File: config.mk
export PLATFORM = sky130hd
export DESIGN_NAME = byte_ring_fifo_peek_consume
export DESIGN_NICKNAME = d
export VERILOG_FILES = /design/src/design/bfifo_pkg.sv /design/src/design/byte_ring_fifo_peek_consume.sv /design/src/design/bfifo_ram.sv /design/src/design/bfifo_ctrl.sv /design/src/design/bfifo_dp.sv
export SDC_FILE = /design/constraint.sdc
export NUM_CORES = 2
export LEC_CHECK = 0
export CORE_MARGIN = 4
export CORE_UTILIZATION = 55
export CTS_CLUSTER_DIAMETER = 40
export DETAILED_ROUTE_END_ITERATION = 6
export DONT_BUFFER_PORTS = 1
export HOLD_SLACK_MARGIN = 0.05
export PLACE_DENSITY = 0.7
export SETUP_SLACK_MARGIN = 0.02
export SYNTH_ARGS = -nofsm -noshare
export SYNTH_HDL_FRONTEND = slang
export SYNTH_SLANG_ARGS = --single-unit
File: constraint.sdc
create_clock -name clk -period 15.6 [get_ports clk]
set_input_delay 1.56 -clock clk [delete_from_list [all_inputs] [get_ports clk]]
set_output_delay 1.56 -clock clk [all_outputs]
set_load 0.01 [all_outputs]
File: src/design/bfifo_pkg.sv
// shared types and codes for the byte ring fifo
// payload structs, action and status codes, controller/datapath links
// no dependencies
package bfifo_pkg;

  localparam int DEPTH_DEF    = 256;
  localparam int PEEK_MAX_DEF = 64;

  localparam logic [2:0] ACT_WRITE   = 3'd0;
  localparam logic [2:0] ACT_READ    = 3'd1;
  localparam logic [2:0] ACT_PEEK    = 3'd2;
  localparam logic [2:0] ACT_CONSUME = 3'd3;
  localparam logic [2:0] ACT_FLUSH   = 3'd4;

  localparam logic [1:0] ST_OK    = 2'd0;
  localparam logic [1:0] ST_EMPTY = 2'd1;
  localparam logic [1:0] ST_FULL  = 2'd2;

  typedef struct packed {
    logic [2:0] action;
    logic [7:0] data_in;
    logic [7:0] amount_in;
  } in_item_t;

  typedef struct packed {
    logic [1:0] status;
    logic [7:0] data_out;
    logic [7:0] amount_out;
    logic       last;
    logic       is_empty;
    logic       is_full;
    logic [7:0] fill_level;
  } out_item_t;

  // controller to datapath
  typedef struct packed {
    logic imm;       // finish the accepted word without a store read
    logic start;     // start a store read sequence (read or peek)
    logic mem_load;  // move store read data into the output register
  } ctrl_cmd_t;

  // datapath to controller
  typedef struct packed {
    logic mem_op;    // accepted word needs a store read
    logic mem_last;  // current store result is the final one
    logic out_free;  // output register can take a word this cycle
  } dp_status_t;

endpackage

File: src/design/byte_ring_fifo_peek_consume.sv
// top level of the byte ring fifo with peek and consume
// depends on bfifo_pkg, bfifo_ctrl, bfifo_dp (which holds bfifo_ram)

// Byte FIFO in a circular store of DEPTH bytes that keeps one slot free, so
// at most DEPTH-1 bytes are held. Each input word carries one action: write,
// read, peek (up to min(amount_in, PEEK_MAX, fill level) oldest bytes, one
// result word each, last on the final one, read side untouched), consume
// (drop up to amount_in bytes) or flush (both pointers to zero). Every result
// word reports status, fill level, empty and full after the step. Write,
// consume, flush and the unused codes need no store read; a read or a peek
// goes through the registered read port of the byte store, after which
// peeked bytes come out one per cycle while the output register is free.
// Results sit in an output register; the next input word is taken in the
// same cycle the last result of the previous one leaves it.
// The store needs no clearing after reset, so the block is ready at once.
module byte_ring_fifo_peek_consume #(
  parameter int DEPTH    = bfifo_pkg::DEPTH_DEF,
  parameter int PEEK_MAX = bfifo_pkg::PEEK_MAX_DEF
) (
  input  logic                 clk,
  input  logic                 rst_n,
  // input words
  input  logic                 in_valid,
  output logic                 in_ready,
  input  bfifo_pkg::in_item_t  in_data,
  // result words
  output logic                 out_valid,
  input  logic                 out_ready,
  output bfifo_pkg::out_item_t out_data
);

  // command and status between sequencer and datapath
  bfifo_pkg::ctrl_cmd_t  cmd;
  bfifo_pkg::dp_status_t sts;

  // sequencer: actions without a store read or a run of store reads
  bfifo_ctrl u_ctrl (
    .clk      (clk),
    .rst_n    (rst_n),
    .in_valid (in_valid),
    .in_ready (in_ready),
    .sts      (sts),
    .cmd      (cmd)
  );

  // pointers, occupancy, byte store and output register
  bfifo_dp #(
    .DEPTH    (DEPTH),
    .PEEK_MAX (PEEK_MAX)
  ) u_dp (
    .clk       (clk),
    .rst_n     (rst_n),
    .in_data   (in_data),
    .cmd       (cmd),
    .sts       (sts),
    .out_valid (out_valid),
    .out_ready (out_ready),
    .out_data  (out_data)
  );

endmodule

File: src/design/bfifo_ram.sv
// generic single write port, single read port ram with registered read
// no dependencies
module bfifo_ram #(
  parameter int WIDTH = 8,
  parameter int DEPTH = 256
) (
  input  logic                     clk,
  input  logic                     wr_en,
  input  logic [$clog2(DEPTH)-1:0] wr_addr,
  input  logic [WIDTH-1:0]         wr_data,
  input  logic                     rd_en,
  input  logic [$clog2(DEPTH)-1:0] rd_addr,
  output logic [WIDTH-1:0]         rd_data
);

  logic [WIDTH-1:0] mem_r [DEPTH];
  logic [WIDTH-1:0] rd_data_r;

  always_ff @(posedge clk) begin
    if (wr_en) begin
      mem_r[wr_addr] <= wr_data;
    end
    if (rd_en) begin
      rd_data_r <= mem_r[rd_addr];
    end
  end

  assign rd_data = rd_data_r;

endmodule

File: src/design/bfifo_ctrl.sv
// sequencing controller for the byte ring fifo
// depends on bfifo_pkg (command and status structs)
module bfifo_ctrl (
  input  logic                  clk,
  input  logic                  rst_n,
  input  logic                  in_valid,
  output logic                  in_ready,
  input  bfifo_pkg::dp_status_t sts,
  output bfifo_pkg::ctrl_cmd_t  cmd
);

  typedef enum logic [0:0] {
    S_IDLE,
    S_MEM
  } state_t;

  state_t state_r;
  state_t state_nxt;

  assign in_ready = (state_r == S_IDLE) && sts.out_free;

  always_comb begin
    cmd       = '0;
    state_nxt = state_r;
    unique case (state_r)
      S_IDLE: begin
        if (in_valid && in_ready) begin
          if (sts.mem_op) begin
            cmd.start = 1'b1;
            state_nxt = S_MEM;
          end else begin
            cmd.imm = 1'b1;
          end
        end
      end
      S_MEM: begin
        if (sts.out_free) begin
          cmd.mem_load = 1'b1;
          if (sts.mem_last) begin
            state_nxt = S_IDLE;
          end
        end
      end
      default: begin
        state_nxt = S_IDLE;
      end
    endcase
  end

  always_ff @(posedge clk) begin
    if (!rst_n) begin
      state_r <= S_IDLE;
    end else begin
      state_r <= state_nxt;
    end
  end

`ifndef NO_ASSERTIONS
  a_start_enters_mem: assert property (@(posedge clk) disable iff (!rst_n)
    cmd.start |=> (state_r == S_MEM))
    else $error("store sequence started but controller not in memory state");

  a_last_returns_idle: assert property (@(posedge clk) disable iff (!rst_n)
    (cmd.mem_load && sts.mem_last) |=> (state_r == S_IDLE))
    else $error("final store word loaded but controller still busy");
`endif

endmodule

File: src/design/bfifo_dp.sv
// datapath of the byte ring fifo: pointers, fill count, store, output register
// depends on bfifo_pkg and bfifo_ram
module bfifo_dp #(
  parameter int DEPTH    = bfifo_pkg::DEPTH_DEF,
  parameter int PEEK_MAX = bfifo_pkg::PEEK_MAX_DEF
) (
  input  logic                  clk,
  input  logic                  rst_n,
  input  bfifo_pkg::in_item_t   in_data,
  input  bfifo_pkg::ctrl_cmd_t  cmd,
  output bfifo_pkg::dp_status_t sts,
  output logic                  out_valid,
  input  logic                  out_ready,
  output bfifo_pkg::out_item_t  out_data
);

  localparam int PW = $clog2(DEPTH);
  localparam int CW = (PW > 8) ? PW : 8;
  localparam int NW = $clog2(PEEK_MAX + 1);
  localparam logic [PW:0]   DEPTH_W    = (PW + 1)'(DEPTH);
  localparam logic [PW-1:0] FULL_CNT   = PW'(DEPTH - 1);
  localparam logic [CW-1:0] PEEK_MAX_W = CW'(PEEK_MAX);

  function automatic logic [PW-1:0] ptr_add(input logic [PW-1:0] p,
                                            input logic [PW-1:0] n);
    logic [PW:0] s;
    s = {1'b0, p} + {1'b0, n};
    if (s >= DEPTH_W) begin
      s = s - DEPTH_W;
    end
    return s[PW-1:0];
  endfunction

  function automatic logic [PW-1:0] fill(input logic [PW-1:0] wp,
                                         input logic [PW-1:0] rp);
    logic [PW:0] d;
    if (wp >= rp) begin
      d = {1'b0, wp} - {1'b0, rp};
    end else begin
      d = {1'b0, wp} + DEPTH_W - {1'b0, rp};
    end
    return d[PW-1:0];
  endfunction

  function automatic bfifo_pkg::out_item_t mk_out(input logic [1:0]    st,
                                                  input logic [7:0]    dat,
                                                  input logic [7:0]    amt,
                                                  input logic          lst,
                                                  input logic [PW-1:0] cnt);
    bfifo_pkg::out_item_t o;
    logic [CW-1:0]        c;
    c            = CW'(cnt);
    o.status     = st;
    o.data_out   = dat;
    o.amount_out = amt;
    o.last       = lst;
    o.is_empty   = (cnt == '0);
    o.is_full    = (cnt == FULL_CNT);
    o.fill_level = c[7:0];
    return o;
  endfunction

  logic [PW-1:0] wp_r, wp_nxt;
  logic [PW-1:0] rp_r, rp_nxt;
  logic [PW-1:0] raddr_r;
  logic [NW-1:0] n_r;
  logic [NW-1:0] idx_r;
  logic          is_read_r;
  logic          out_valid_r, out_valid_nxt;
  bfifo_pkg::out_item_t out_r, out_nxt;

  logic [PW-1:0] cnt_cur;
  logic          now_empty;
  logic [CW-1:0] cnt_ext, amt_ext, cons_n, pk_lim, pk_n_w;
  logic [NW-1:0] pk_n;
  logic [PW-1:0] wp_imm, rp_imm;
  logic [1:0]    st_imm;
  logic [7:0]    amt_imm;
  logic          wr_en;
  bfifo_pkg::out_item_t imm_out, mem_out;

  logic          mem_last;
  logic [PW-1:0] rp_adv, raddr_adv;
  logic          rd_en;
  logic [PW-1:0] rd_addr;
  logic [7:0]    rd_data;

  // current occupancy and length limits
  assign cnt_cur   = fill(wp_r, rp_r);
  assign now_empty = (cnt_cur == '0);
  assign cnt_ext   = CW'(cnt_cur);
  assign amt_ext   = CW'(in_data.amount_in);
  assign cons_n    = (amt_ext < cnt_ext) ? amt_ext : cnt_ext;
  assign pk_lim    = (amt_ext < PEEK_MAX_W) ? amt_ext : PEEK_MAX_W;
  assign pk_n_w    = (pk_lim < cnt_ext) ? pk_lim : cnt_ext;
  assign pk_n      = pk_n_w[NW-1:0];

  // actions that need no store read
  always_comb begin
    wp_imm  = wp_r;
    rp_imm  = rp_r;
    st_imm  = bfifo_pkg::ST_OK;
    amt_imm = 8'd0;
    wr_en   = 1'b0;
    unique case (in_data.action) inside
      bfifo_pkg::ACT_WRITE: begin
        if (cnt_cur == FULL_CNT) begin
          st_imm = bfifo_pkg::ST_FULL;
        end else begin
          wr_en  = cmd.imm;
          wp_imm = ptr_add(wp_r, PW'(1));
        end
      end
      bfifo_pkg::ACT_READ, bfifo_pkg::ACT_PEEK: begin
        if (now_empty) begin
          st_imm = bfifo_pkg::ST_EMPTY;
        end
      end
      bfifo_pkg::ACT_CONSUME: begin
        if (now_empty) begin
          st_imm = bfifo_pkg::ST_EMPTY;
        end else begin
          rp_imm  = ptr_add(rp_r, cons_n[PW-1:0]);
          amt_imm = cons_n[7:0];
        end
      end
      bfifo_pkg::ACT_FLUSH: begin
        wp_imm = '0;
        rp_imm = '0;
      end
      default: begin
        wp_imm = wp_r;
      end
    endcase
  end

  assign imm_out = mk_out(st_imm, 8'd0, amt_imm, 1'b1, fill(wp_imm, rp_imm));

  // store read sequence
  assign mem_last  = ((idx_r + NW'(1)) == n_r);
  assign rp_adv    = ptr_add(rp_r, PW'(1));
  assign raddr_adv = ptr_add(raddr_r, PW'(1));
  assign rd_en     = cmd.start || (cmd.mem_load && !mem_last);
  assign rd_addr   = cmd.start ? rp_r : raddr_adv;
  assign mem_out   = mk_out(bfifo_pkg::ST_OK, rd_data,
                            is_read_r ? 8'd0 : 8'(n_r), mem_last,
                            fill(wp_r, is_read_r ? rp_adv : rp_r));

  assign sts.mem_op   = ((in_data.action == bfifo_pkg::ACT_READ) && !now_empty) ||
                        ((in_data.action == bfifo_pkg::ACT_PEEK) && (pk_n != '0));
  assign sts.mem_last = mem_last;
  assign sts.out_free = !out_valid_r || out_ready;

  bfifo_ram #(
    .WIDTH (8),
    .DEPTH (DEPTH)
  ) u_ram (
    .clk     (clk),
    .wr_en   (wr_en),
    .wr_addr (wp_r),
    .wr_data (in_data.data_in),
    .rd_en   (rd_en),
    .rd_addr (rd_addr),
    .rd_data (rd_data)
  );

  always_comb begin
    wp_nxt = cmd.imm ? wp_imm : wp_r;
    if (cmd.imm) begin
      rp_nxt = rp_imm;
    end else if (cmd.mem_load && is_read_r) begin
      rp_nxt = rp_adv;
    end else begin
      rp_nxt = rp_r;
    end
    if (cmd.imm) begin
      out_nxt = imm_out;
    end else if (cmd.mem_load) begin
      out_nxt = mem_out;
    end else begin
      out_nxt = out_r;
    end
    if (cmd.imm || cmd.mem_load) begin
      out_valid_nxt = 1'b1;
    end else if (out_ready) begin
      out_valid_nxt = 1'b0;
    end else begin
      out_valid_nxt = out_valid_r;
    end
  end

  always_ff @(posedge clk) begin
    if (!rst_n) begin
      wp_r        <= '0;
      rp_r        <= '0;
      out_valid_r <= 1'b0;
    end else begin
      wp_r        <= wp_nxt;
      rp_r        <= rp_nxt;
      out_valid_r <= out_valid_nxt;
    end
  end

  always_ff @(posedge clk) begin
    out_r <= out_nxt;
    if (cmd.start) begin
      is_read_r <= (in_data.action == bfifo_pkg::ACT_READ);
      n_r       <= (in_data.action == bfifo_pkg::ACT_READ) ? NW'(1) : pk_n;
      idx_r     <= '0;
      raddr_r   <= rp_r;
    end else if (cmd.mem_load && !mem_last) begin
      idx_r   <= idx_r + NW'(1);
      raddr_r <= raddr_adv;
    end
  end

  assign out_valid = out_valid_r;
  assign out_data  = out_r;

`ifndef NO_ASSERTIONS
  a_ptr_range: assert property (@(posedge clk) disable iff (!rst_n)
    ({1'b0, wp_r} < DEPTH_W) && ({1'b0, rp_r} < DEPTH_W))
    else $error("fifo pointer outside the store");

  a_load_needs_room: assert property (@(posedge clk) disable iff (!rst_n)
    (cmd.imm || cmd.mem_load) |-> sts.out_free)
    else $error("output register overwritten while still held");

  a_peek_index: assert property (@(posedge clk) disable iff (!rst_n)
    cmd.mem_load |-> ((n_r != '0) && (idx_r < n_r)))
    else $error("store sequence index beyond its length");
`endif

endmodule
==> results_dict.tcl <==
set metrics [dict create \
    status "finished with violations" \
    violations "DRC" \
    dieArea_sq_um 163800 \
    die_y_microns 404.7 \
    period_needed_ns 9.677 \
    p_sw_frac 0.3507 \
    worstPathArrival_ns 10.26 \
    p_seq_frac 0.379 \
    clkTransAtPathRegs_ns 0.06 \
    ctsHoldBuffers 0 \
    synth_top_flop_cell "edfxtp_1" \
    vias 54050 \
    synth_area_leaders "edfxtp_1 73%, mux2i_1 5.0%, nand2_1 3.6%, mux4_2 2.5%, nor2_1 1.6%" \
    p_leak_nw 32.00 \
    synth_area_leader_cell "edfxtp_1" \
    first_iter_violations 8891 \
    routabilityCongestion 0.8939 \
    final_layout_size_suffix_gt1_frac 0.1077 \
    finalNetCount 5855 \
    synth_nets 5860 \
    async_flop_share 0 \
    dp.cells 7599 \
    rows 145 \
    p_comb_frac 0.290 \
    root_buffer "clkbuf_16" \
    post_cts_buffers 0 \
    stdcell_count 8055 \
    end_kind "flip-flop" \
    htreeDepth 4 \
    yosysSeqAreaShare 0.7336 \
    setup_tns_ns 0 \
    syn_area_sq_um 86560 \
    grt_overflow_total 0 \
    fmax_ghz 0.1033 \
    numCtsBuffers 240 \
    wl_microns 259400 \
    ioPinCount 54 \
    wire_per_inst_microns 32.20 \
    ys_seq_elements 2126 \
    hpwl_microns 152300 \
    dieWidth_microns 404.7 \
    top_layer "met5" \
    drc 2 \
    timing.final.crit_share 0.6203 \
    syn_to_final_growth_pct 11.62 \
    synth-edff-count 2092 \
    dr.pass1.iters 7 \
    met1Wirelength_microns 94610 \
    hold_path_class "reg -> reg" \
    maxCapViolations 0 \
    rsz0062_at_grt "no" \
    syn_area_per_cell_sq_um 14.96 \
    numClockSinks 2126 \
    worst_slew_pin_slew_ns 1.418 \
    port_buffers 0 \
    ir_drop_mv 0.1464 \
    clkPwrFrac 0.330 \
    met2_length_microns 114700 \
    start_kind "flip-flop" \
    start_util 0.5535 \
    grt_max_degree 257 \
    insertion_delay_ns 0.90 \
    netlist.area_leader.share 0.7257 \
    final_cell_mix "2092 x edfxtp_1, 813 x nand2_1, 431 x mux2i_1" \
    cell_internal_pwr_mw 11.03 \
    setup_viol 0 \
    worstPathMaxFanout 134 \
    drtAntennaViolNets 0 \
    finalClockSkew_ns 0.05360 \
    first_global_vias 51030 \
    grt_pass1_wl_microns 369300 \
    slew_headroom 0.04606 \
    rr_endpoint "u_dp.u_ram.rd_data[6]" \
    viasPerCell 6.710 \
    critPathLaunch "u_dp.rp_r[1]" \
    hold_viol 0 \
    core_sq_um 156400 \
    grt_usage 0.3143 \
    p_sw_mw 5.960 \
    cts_tree "done" \
    cp.required_ns 16.19 \
    cts-resized-gates 0 \
    syn_inst 5788 \
    wl_met3_microns 34650 \
    rr_worst_depth 23 \
    antenna_found_initial 15 \
    clockBufferDepth 3 \
    ys_types 92 \
    ys_warn_count 0 \
    cp-endpoint "u_dp.u_ram.rd_data[6]" \
    reg2reg_slack_ns 5.92 \
    power_per_cell_area_nw_per_um2 175.9 \
    reg2reg_from "u_dp.rp_r[1]" \
    slew_viol_final 0 \
    nFillCells 11110 \
    layout_commonest_cell "edfxtp_1" \
    worst-setup-path-type "reg -> reg" \
]
## cell type report
| class | instances | area, sq um | share of cell area |
|---|---|---|---|
| Antenna cell | 7 | 17.52 | 0.0001813 |
| Clock buffer | 276 | 6162 | 0.06377 |
| Clock inverter | 173 | 1819 | 0.01883 |
| Inverter | 38 | 161.4 | 0.001670 |
| Multi-Input combinational cell | 3271 | 21520 | 0.2227 |
| Sequential cell | 2126 | 63500 | 0.6572 |
| Tap cell | 2058 | 2575 | 0.02665 |
| Timing Repair Buffer | 106 | 870.8 | 0.009013 |
## power by group through the flow
stage | sequential [mW] | clock [mW] | combinational (mW)
after CTS | 6.44 | 5.63 | 4.79
after global routing | 6.45 | 5.88 | 5.09
after detailed placement | 6.56 | 0 | 4.76
final | 6.45 | 5.61 | 4.93
after floorplan | 6.51 | 0 | 2.97
after global placement | 6.56 | 0 | 4.72
## sequential cells by signal, indices dropped and copies added, names as in the netlist
name / count
u_dp.rp_r: 8
u_dp.u_ram.rd_data: 8
u_dp.raddr_r: 8
u_dp.out_valid: 1
u_ctrl.state_r: 1
u_dp.idx_r: 7
u_dp.wp_r: 8
u_dp.n_r: 7
u_dp.out_data: 29
u_dp.u_ram.mem_r: 2048
u_dp.is_read_r: 1
## critical path, stage by stage (launching register included)
cell       delay, ns
dfxtp_1         0.64
inv_1           0.21
fa_1            0.48
a211oi_2        0.32
o21ai_0         0.14
o21ai_1         0.31
ha_1            0.28
nor2_1          0.06
o2bb2ai_1       0.16
a221oi_1        0.38
nor4bb_1        0.60
and2_1          0.45
o41ai_2         0.20
buf_12          0.25
and2_4          0.42
inv_8           0.61
buf_12          0.56
buf_12          0.58
mux4_2          0.42
and3_1          0.19
a311oi_1        0.72
o21ai_0         0.58
nor4_1          0.45
nand4_1         0.12
## cells by family (layout without fill, tap and decap cells)
kind of cell / Yosys count / in the layout / share of synthesized area
flops: 2126 / 2126 / 0.7336
simple gates: 1699 / 1699 / 0.08593
compound gates: 921 / 921 / 0.07003
mux: 541 / 541 / 0.07653
buf+inv: 391 / 593 / 0.02035
xor+xnor: 57 / 57 / 0.005767
fa+ha+maj: 52 / 52 / 0.007776
other cells: 1 / 8 / 0.00004332
## layer usage
| layer | vias up | GRT usage |
|---|---|---|
| met4 | 4 | 0.1640 |
| li1 | 22430 | - |
| met3 | 652 | 0.08534 |
| met1 | 26990 | 0.4319 |
| met5 | - | 0 |
| met2 | 3967 | 0.4639 |
## stage by stage
stage | power, mW | setup slack (ns) | instance area (sq um) | utilization | hold slack [ns]
6_report | 16.99 | 5.923 | 96630 | 0.6179 | 0.5009
4_1_cts | 16.86 | 6.174 | 96610 | 0.6177 | 0.5097
2_1_floorplan | 9.485 | 8.566 | 86560 | - | 0.4178
3_5_place_dp | 11.32 | 5.985 | 88630 | 0.5667 | 0.5009
5_1_grt | 17.42 | 5.584 | 96610 | 0.6177 | 0.5482
3_3_place_gp | 11.28 | 5.030 | 88570 | 0.5664 | 0.4821
## how the worst min path moves through the flow
stage | depth (start not counted) | end | start
floorplan | 2 | u_dp.out_data[19] | u_dp.u_ram.rd_data[0]
global placement | 2 | u_dp.idx_r[6] | u_dp.idx_r[6]
detailed placement | 2 | u_dp.idx_r[6] | u_dp.idx_r[6]
CTS | 2 | u_dp.idx_r[6] | u_dp.idx_r[6]
global route | 2 | u_dp.out_data[21] | u_dp.out_data[21]
finish | 2 | u_dp.idx_r[6] | u_dp.idx_r[6]
## cell usage after synthesis, types with 26 or more instances
library cell / count
and3_1: 101
edfxtp_1: 2092
a21oi_1: 172
nor2_1: 370
nor3_1: 28
mux2i_1: 434
ha_1: 45
nor4_1: 64
nand4_1: 26
mux4_2: 95
buf_2: 104
xnor2_1: 34
nand2_1: 822
buf_4: 35
inv_1: 32
o21ai_0: 121
a31oi_1: 114
clkbuf_1: 177
o211ai_1: 27
nand3_1: 189
buf_1: 33
a211oi_1: 92
o22ai_1: 190
dfxtp_1: 34
No activity file was read; power rests on OpenSTA's default activity.
